===== src/rtl/bia_pkg.sv =====
// Shared types and codes for the bitmap ID allocator.
// No dependencies; imported by the allocator, the checker and the testbench.
package bia_pkg;

  localparam int unsigned WORD_BITS = 64;
  localparam int unsigned BIT_IDX_W = 6;

  typedef enum logic [1:0] {
    ST_IDLE,
    ST_READ,
    ST_EVAL
  } st_t;

  typedef enum logic {
    FUNC_ALLOC   = 1'b0,
    FUNC_RELEASE = 1'b1
  } func_t;

  typedef enum logic [1:0] {
    STAT_OK       = 2'd0,
    STAT_FULL     = 2'd1,
    STAT_NOT_HELD = 2'd2
  } status_t;

  typedef logic [WORD_BITS-1:0] word_t;

endpackage


===== src/rtl/bitmap_id_allocator.sv =====
// Bitmap ID allocator: lowest-free allocate and checked release over a held-ID bitmap.
// Flow: a request is accepted in IDLE, its bitmap word is read in READ and evaluated in EVAL;
// an allocate whose word is full moves on to the next word and returns to READ.
// One word at a time: each word costs a registered RAM read and one priority scan.
// Throughput: one request in flight; the next is taken once the result is registered.
// Reset (rst_n, synchronous): per-word valid flags clear, so the bitmap reads as empty
// and the held count is zero at once; no clearing pass.
module bitmap_id_allocator #(
  parameter int unsigned CAPACITY = 256
) (
  input  logic        clk,
  input  logic        rst_n,
  input  logic        in_tvalid,
  output logic        in_tready,
  input  logic [7:0]  in_tdata,   // [7:0] id_in
  input  logic [0:0]  in_tuser,   // [0] func
  output logic        out_tvalid,
  input  logic        out_tready,
  output logic [23:0] out_tdata,  // [7:0] id_out, [16:8] held_count, [17] any_held
  output logic [1:0]  out_tuser   // [1:0] status
);

  import bia_pkg::*;

  localparam int unsigned WORD_COUNT = (CAPACITY + WORD_BITS - 1) / WORD_BITS;
  localparam int unsigned AW = (WORD_COUNT > 1) ? $clog2(WORD_COUNT) : 1;
  localparam int unsigned TW = $clog2(CAPACITY + 1);
  localparam logic [AW-1:0] LAST_IDX = AW'(WORD_COUNT - 1);
  localparam logic [TW-1:0] CAP_T = TW'(CAPACITY);
  localparam word_t ALL_ONES = '1;

  st_t             state_r, state_nxt;
  func_t           func_r, func_nxt;
  logic [7:0]      id_r, id_nxt;
  logic [AW-1:0]   idx_r, idx_nxt;
  logic [TW-1:0]   total_r, total_nxt;
  logic            vld_r [WORD_COUNT];
  logic            vld_q_r;
  logic            out_valid_r, out_valid_nxt;
  logic [7:0]      out_id_r, out_id_nxt;
  status_t         out_stat_r, out_stat_nxt;
  logic [TW-1:0]   out_total_r, out_total_nxt;

  word_t           rdata;
  word_t           word_w;
  word_t           wdata;
  logic            we;
  logic            emit;
  logic            can_emit;
  logic [BIT_IDX_W-1:0] low_b;
  logic [AW+BIT_IDX_W-1:0] cand;
  logic [AW-1:0]   rel_word;
  logic            id_in_range;
  logic            held_bit;
  logic            accept;

  function automatic logic [BIT_IDX_W-1:0] lowest_clear(input word_t w);
    logic [BIT_IDX_W-1:0] n;
    n = BIT_IDX_W'(WORD_BITS - 1);
    for (int i = WORD_BITS - 1; i >= 0; i--) begin
      if (!w[i]) begin
        n = BIT_IDX_W'(i);
      end
    end
    return n;
  endfunction

  bia_ram #(
    .WIDTH(WORD_BITS),
    .DEPTH(WORD_COUNT)
  ) u_bitmap (
    .clk  (clk),
    .we   (we),
    .waddr(idx_r),
    .wdata(wdata),
    .raddr(idx_r),
    .rdata(rdata)
  );

  assign accept      = in_tvalid && in_tready;
  assign can_emit    = !out_valid_r || out_tready;
  assign word_w      = vld_q_r ? rdata : '0;
  assign low_b       = lowest_clear(word_w);
  assign cand        = {idx_r, low_b};
  assign id_in_range = 32'(id_r) < 32'(CAPACITY);
  assign held_bit    = word_w[id_r[BIT_IDX_W-1:0]];
  assign rel_word    = (32'(in_tdata[7:BIT_IDX_W]) < 32'(WORD_COUNT))
                     ? AW'(in_tdata[7:BIT_IDX_W]) : '0;

  always_comb begin
    state_nxt = state_r;
    unique case (state_r)
      ST_IDLE: begin
        if (accept) begin
          state_nxt = ST_READ;
        end
      end
      ST_READ: begin
        state_nxt = ST_EVAL;
      end
      ST_EVAL: begin
        if (emit) begin
          state_nxt = ST_IDLE;
        end else if (func_r == FUNC_ALLOC && total_r < CAP_T && word_w == ALL_ONES
                     && idx_r != LAST_IDX) begin
          state_nxt = ST_READ;
        end
      end
      default: state_nxt = ST_IDLE;
    endcase
  end

  always_comb begin
    in_tready     = 1'b0;
    func_nxt      = func_r;
    id_nxt        = id_r;
    idx_nxt       = idx_r;
    total_nxt     = total_r;
    we            = 1'b0;
    wdata         = word_w;
    emit          = 1'b0;
    out_valid_nxt = out_valid_r && !out_tready;
    out_id_nxt    = out_id_r;
    out_stat_nxt  = out_stat_r;
    out_total_nxt = out_total_r;
    unique case (state_r)
      ST_IDLE: begin
        in_tready = 1'b1;
        if (accept) begin
          func_nxt = func_t'(in_tuser[0]);
          id_nxt   = in_tdata;
          idx_nxt  = (func_t'(in_tuser[0]) == FUNC_ALLOC) ? '0 : rel_word;
        end
      end
      ST_READ: begin
      end
      ST_EVAL: begin
        if (can_emit) begin
          out_id_nxt    = '0;
          out_total_nxt = total_r;
          if (func_r == FUNC_ALLOC) begin
            if (total_r >= CAP_T) begin
              emit         = 1'b1;
              out_stat_nxt = STAT_FULL;
            end else if (word_w != ALL_ONES) begin
              emit = 1'b1;
              if (32'(cand) >= 32'(CAPACITY)) begin
                out_stat_nxt = STAT_FULL;
              end else begin
                we            = 1'b1;
                wdata         = word_w | (word_t'(1) << low_b);
                total_nxt     = total_r + TW'(1);
                out_total_nxt = total_r + TW'(1);
                out_id_nxt    = 8'(cand);
                out_stat_nxt  = STAT_OK;
              end
            end else if (idx_r == LAST_IDX) begin
              emit         = 1'b1;
              out_stat_nxt = STAT_FULL;
            end else begin
              idx_nxt = idx_r + AW'(1);
            end
          end else begin
            emit = 1'b1;
            if (!id_in_range || !held_bit) begin
              out_stat_nxt = STAT_NOT_HELD;
            end else begin
              we           = 1'b1;
              wdata        = word_w & ~(word_t'(1) << id_r[BIT_IDX_W-1:0]);
              out_stat_nxt = STAT_OK;
              if (total_r != '0) begin
                total_nxt     = total_r - TW'(1);
                out_total_nxt = total_r - TW'(1);
              end
            end
          end
          if (emit) begin
            out_valid_nxt = 1'b1;
          end
        end
      end
      default: begin
      end
    endcase
  end

  always_ff @(posedge clk) begin
    if (!rst_n) begin
      state_r     <= ST_IDLE;
      total_r     <= '0;
      out_valid_r <= 1'b0;
      vld_q_r     <= 1'b0;
      for (int i = 0; i < int'(WORD_COUNT); i++) begin
        vld_r[i] <= 1'b0;
      end
    end else begin
      state_r     <= state_nxt;
      total_r     <= total_nxt;
      out_valid_r <= out_valid_nxt;
      vld_q_r     <= vld_r[idx_r];
      if (we) begin
        vld_r[idx_r] <= 1'b1;
      end
    end
  end

  always_ff @(posedge clk) begin
    func_r      <= func_nxt;
    id_r        <= id_nxt;
    idx_r       <= idx_nxt;
    out_id_r    <= out_id_nxt;
    out_stat_r  <= out_stat_nxt;
    out_total_r <= out_total_nxt;
  end

  assign out_tvalid = out_valid_r;
  assign out_tuser  = out_stat_r;
  assign out_tdata  = {6'd0, (out_total_r != '0), 9'(out_total_r), out_id_r};

endmodule


===== src/rtl/bia_ram.sv =====
// Generic single-write, single-read RAM with registered read data.
// No dependencies.
module bia_ram #(
  parameter int unsigned WIDTH = 64,
  parameter int unsigned DEPTH = 4
) (
  input  logic                                     clk,
  input  logic                                     we,
  input  logic [((DEPTH > 1) ? $clog2(DEPTH) : 1)-1:0] waddr,
  input  logic [WIDTH-1:0]                         wdata,
  input  logic [((DEPTH > 1) ? $clog2(DEPTH) : 1)-1:0] raddr,
  output logic [WIDTH-1:0]                         rdata
);

  logic [WIDTH-1:0] mem_r [DEPTH];
  logic [WIDTH-1:0] rdata_r;

  always_ff @(posedge clk) begin
    if (we) begin
      mem_r[waddr] <= wdata;
    end
    rdata_r <= mem_r[raddr];
  end

  assign rdata = rdata_r;

endmodule


===== config.mk =====
export PLATFORM = sky130hd
export DESIGN_NAME = bitmap_id_allocator
export DESIGN_NICKNAME = d
export VERILOG_FILES = /design/src/rtl/bia_pkg.sv /design/src/rtl/bitmap_id_allocator.sv /design/src/rtl/bia_ram.sv
export SDC_FILE = /design/constraint.sdc
export NUM_CORES = 1
export LEC_CHECK = 0
export BUFFER_PORTS_ARGS = -buffer_cell sky130_fd_sc_hd__buf_2
export CORE_MARGIN = 2
export CORE_UTILIZATION = 32
export CTS_BUF_LIST = sky130_fd_sc_hd__clkbuf_4 sky130_fd_sc_hd__clkbuf_8
export DETAILED_ROUTE_END_ITERATION = 16
export PLACE_DENSITY = 0.49
export SYNTH_ARGS = -nofsm -noshare
export SYNTH_HDL_FRONTEND = slang
export SYNTH_SLANG_ARGS = --single-unit

===== constraint.sdc =====
create_clock -name clk -period 4.1 [get_ports clk]
set_input_delay 0.615 -clock clk [delete_from_list [all_inputs] [get_ports clk]]
set_output_delay 0.615 -clock clk [all_outputs]
set_load 0.05 [all_outputs]

==> results.yml <==
pwr:
  power_density_mw_per_mm2: 435.7
  ir_drop_mv: 0.1932
  finalPower_w: 0.007975
  p_leak_nw: 5.914
logic_synthesis:
  synth-compound-area-share_pct: 11.07
  synth_ff_type: "edfxtp_1"
  synth_top_family_by_area: "simple AND/OR/NAND/NOR gates"
  synth_top_area_share_pct: 54.14
  syn_area_per_cell_um2: 13.81
  synth_fa_ha_area_share_pct: 0.4749
  ys_seq_area_share_pct: 64.27
  synth_most_common_cell: "edfxtp_1"
  syn_area_mm2: 0.01581
  yosys.area.top_type: "edfxtp_1"
  synth_common_cells: "edfxtp_1, nand2_1, dfxtp_1"
  ys_types: 76
  synthXorXnorAreaFrac_pct: 0.3878
  synth-seq-cells: 365
  synth_edf_count: 285
  synthSimpleGateAreaFrac_pct: 11.26
  synthMuxAreaShare_pct: 9.530
  synth_warnings: 0
  synth-async-reset-ratio_pct: 0
  synth_area_leaders: "edfxtp_1, dfxtp_1, mux4_2"
  syn_inst: 1145
route:
  via_count: 10650
  drc_errors: 0
  wl_per_cell_um: 22.68
  viasPerCell: 5.481
  postRouteAntennaNets: 0
  drt_wl_total_um: 44080
  drt_first_iter_violations: 1203
  dr.pass1.iters: 5
clocking:
  post_cts.repair.setup_buffers: 0
  cts_hold_buf: 0
  cts_tree: "built"
  clk_pin_slew_ns: 0.06
  htree_levels: 2
  cts_sinks: 365
  clock_latency_ns: 0.64
  numCtsBuffers: 59
  clockBufferDepth: 3
  clockRootBuffer: "clkbuf_8"
timing:
  worst_slew_pin_slew_ns: 0.9241
  tns_ns: 0
  period_share_pct: 93.49
  period_needed_ns: 3.833
  relSlewSlack_pct: 36.80
  skew_ns: 0.01800
  finalHoldViolCount: 0
  grt_setup_unrepaired: "false"
  hold_ws_ns: 0.1540
  slew_viol_final: 0
  setup_violations: 0
  max_freq_mhz: 260.9
global_routing:
  met2_usage_pct: 27.27
  grt_pass1_vias: 10670
  grt-ovfl-total: 0
  grt_pass1_wl_um: 66990
  met3_usage_pct: 3.369
  grt.total_usage_pct: 17.55
  antenna_found_initial: 0
  grt_max_degree: 42
  top_usage_layer: "met2"
  use_met1_pct: 24.10
critical_path:
  critical_path.max_fanout: 39
  rrSetupSlack_ns: 0.27
  critPathLaunchType: "flip-flop"
  cp_data_required_time_ns: 4.44
  critical_path.endpoint_type: "flip-flop"
  crit_arrival_ns: 4.17
  crit_type: "reg2reg"
layout:
  drive_above_1_share_pct: 22.05
  final_cells: 1943
  nets: 1248
  synthToLayoutAreaGrowth_pct: 15.77
  diodes: 0
  layout.filler_cells: 4718
floorplan:
  die_h_um: 226.3
  ios: 41
  num_rows: 81
  die_w_um: 226.3
  start_util_pct: 32.36
  dieArea_mm2: 0.05119
  coreArea_mm2: 0.04885
place:
  port_buffers: 34
  dp_cells: 1832
  detailed_place_hpwl_um: 29930
  gp_congestion: 0.9510
run_status:
  outcome: "finished clean"
hold_path:
  hold_class: "in2reg"
job:
  cap_violations: 0
-- routing by layer --
layer / vias to the layer above / share of wire, % / wire length [um]
li1: 4735 / - / -
met1: 5376 / 44 / 19450
met2: 437 / 46 / 20240
met3: 101 / 6.7 / 2956
met4: 0 / 3.2 / 1429
met5: - / 0 / 0
-- report_power, final --
part / switching [W] / leakage (nW) / internal (W)
Combinational: 0.000355 / 1.94 / 0.000207
Sequential: 0.000123 / 3.32 / 0.00405
Clock: 0.00145 / 0.651 / 0.00179
-- worst max-delay path, stage by stage, from the launching register on --
cell and delay (ns):
dfxtp_4 0.62, and4_1 0.28, nand2_1 0.07, a2111oi_0 0.85
o311a_1 0.38, o21ai_2 0.22, buf_4 0.23, nand2b_1 0.20
o32ai_1 0.67
-- cells by family after synthesis --
| kind of cell | after synthesis |
|---|---|
| xor+xnor | 7 |
| simple gates | 339 |
| mux | 68 |
| compound gates | 253 |
| fa+ha+maj | 6 |
| buf+inv | 106 |
| other cells | 1 |
| flops | 365 |
-- worst paths after layout --
path,cells past startpoint,end,startpoint
setup / recovery,8,u_bitmap.mem_r[0][4],vld_q_r
hold / removal,1,id_r[5],in_tdata[5]
setup reg to reg,8,u_bitmap.mem_r[0][4],vld_q_r
hold reg to reg,2,vld_r[1],vld_r[1]
-- sequential cells by signal, indices dropped and copies added, names as in the netlist, 4 cells and up --
signal          count
total_r             9
out_total_r         9
u_bitmap.mem_r    256
u_bitmap.rdata     64
vld_r               4
id_r                6
out_id_r            8
-- through the flow --
stage          area [um^2]  utilization [%]  setup WS (ns)
2_1_floorplan        15830                -        0.09840
3_3_place_gp         17050            34.90         0.3462
3_5_place_dp         17050            34.90         0.3366
4_1_cts              18280            37.43         0.3107
5_1_grt              18300            37.46        0.08000
6_report             18300            37.46         0.2669
-- cells in the final DEF, fill, tap and decap left out, types with 8 or more instances in the layout --
cell      instances
inv_1            29
nor4_1           16
and2_1            8
o22ai_1          31
mux4_2           66
clkinv_1         14
edfxtp_1        285
clkinv_2         11
a211oi_1          8
dfxtp_1          79
o21ai_0          46
nor2b_1          10
a21oi_1          37
nor2_1           36
nand2_1          94
o211ai_1         28
clkbuf_4         13
buf_4            52
o31ai_1           9
nand3_1          57
o311ai_0         13
buf_12            9
buf_2            34
nor3_1           25
clkbuf_8         66
nand2b_1         24
nand4_1          18
-- layout make-up --
class	instances	area, um^2	share of cell area [%]
multi-input combinational	679	5221	28.53
sequential	365	10160	55.53
inverter	29	108.9	0.5948
timing repair buffer	95	740.7	4.047
tap	664	830.8	4.540
clock buffer	79	1006	5.497
clock inverter	32	230.2	1.258
-- repair_timing --
action	4_1_cts	5_1_grt
hold endpoints to repair	0	0
setup endpoints to repair	0	20
resized for setup	0	4
Note: power is estimated with default switching activity, not from simulation.
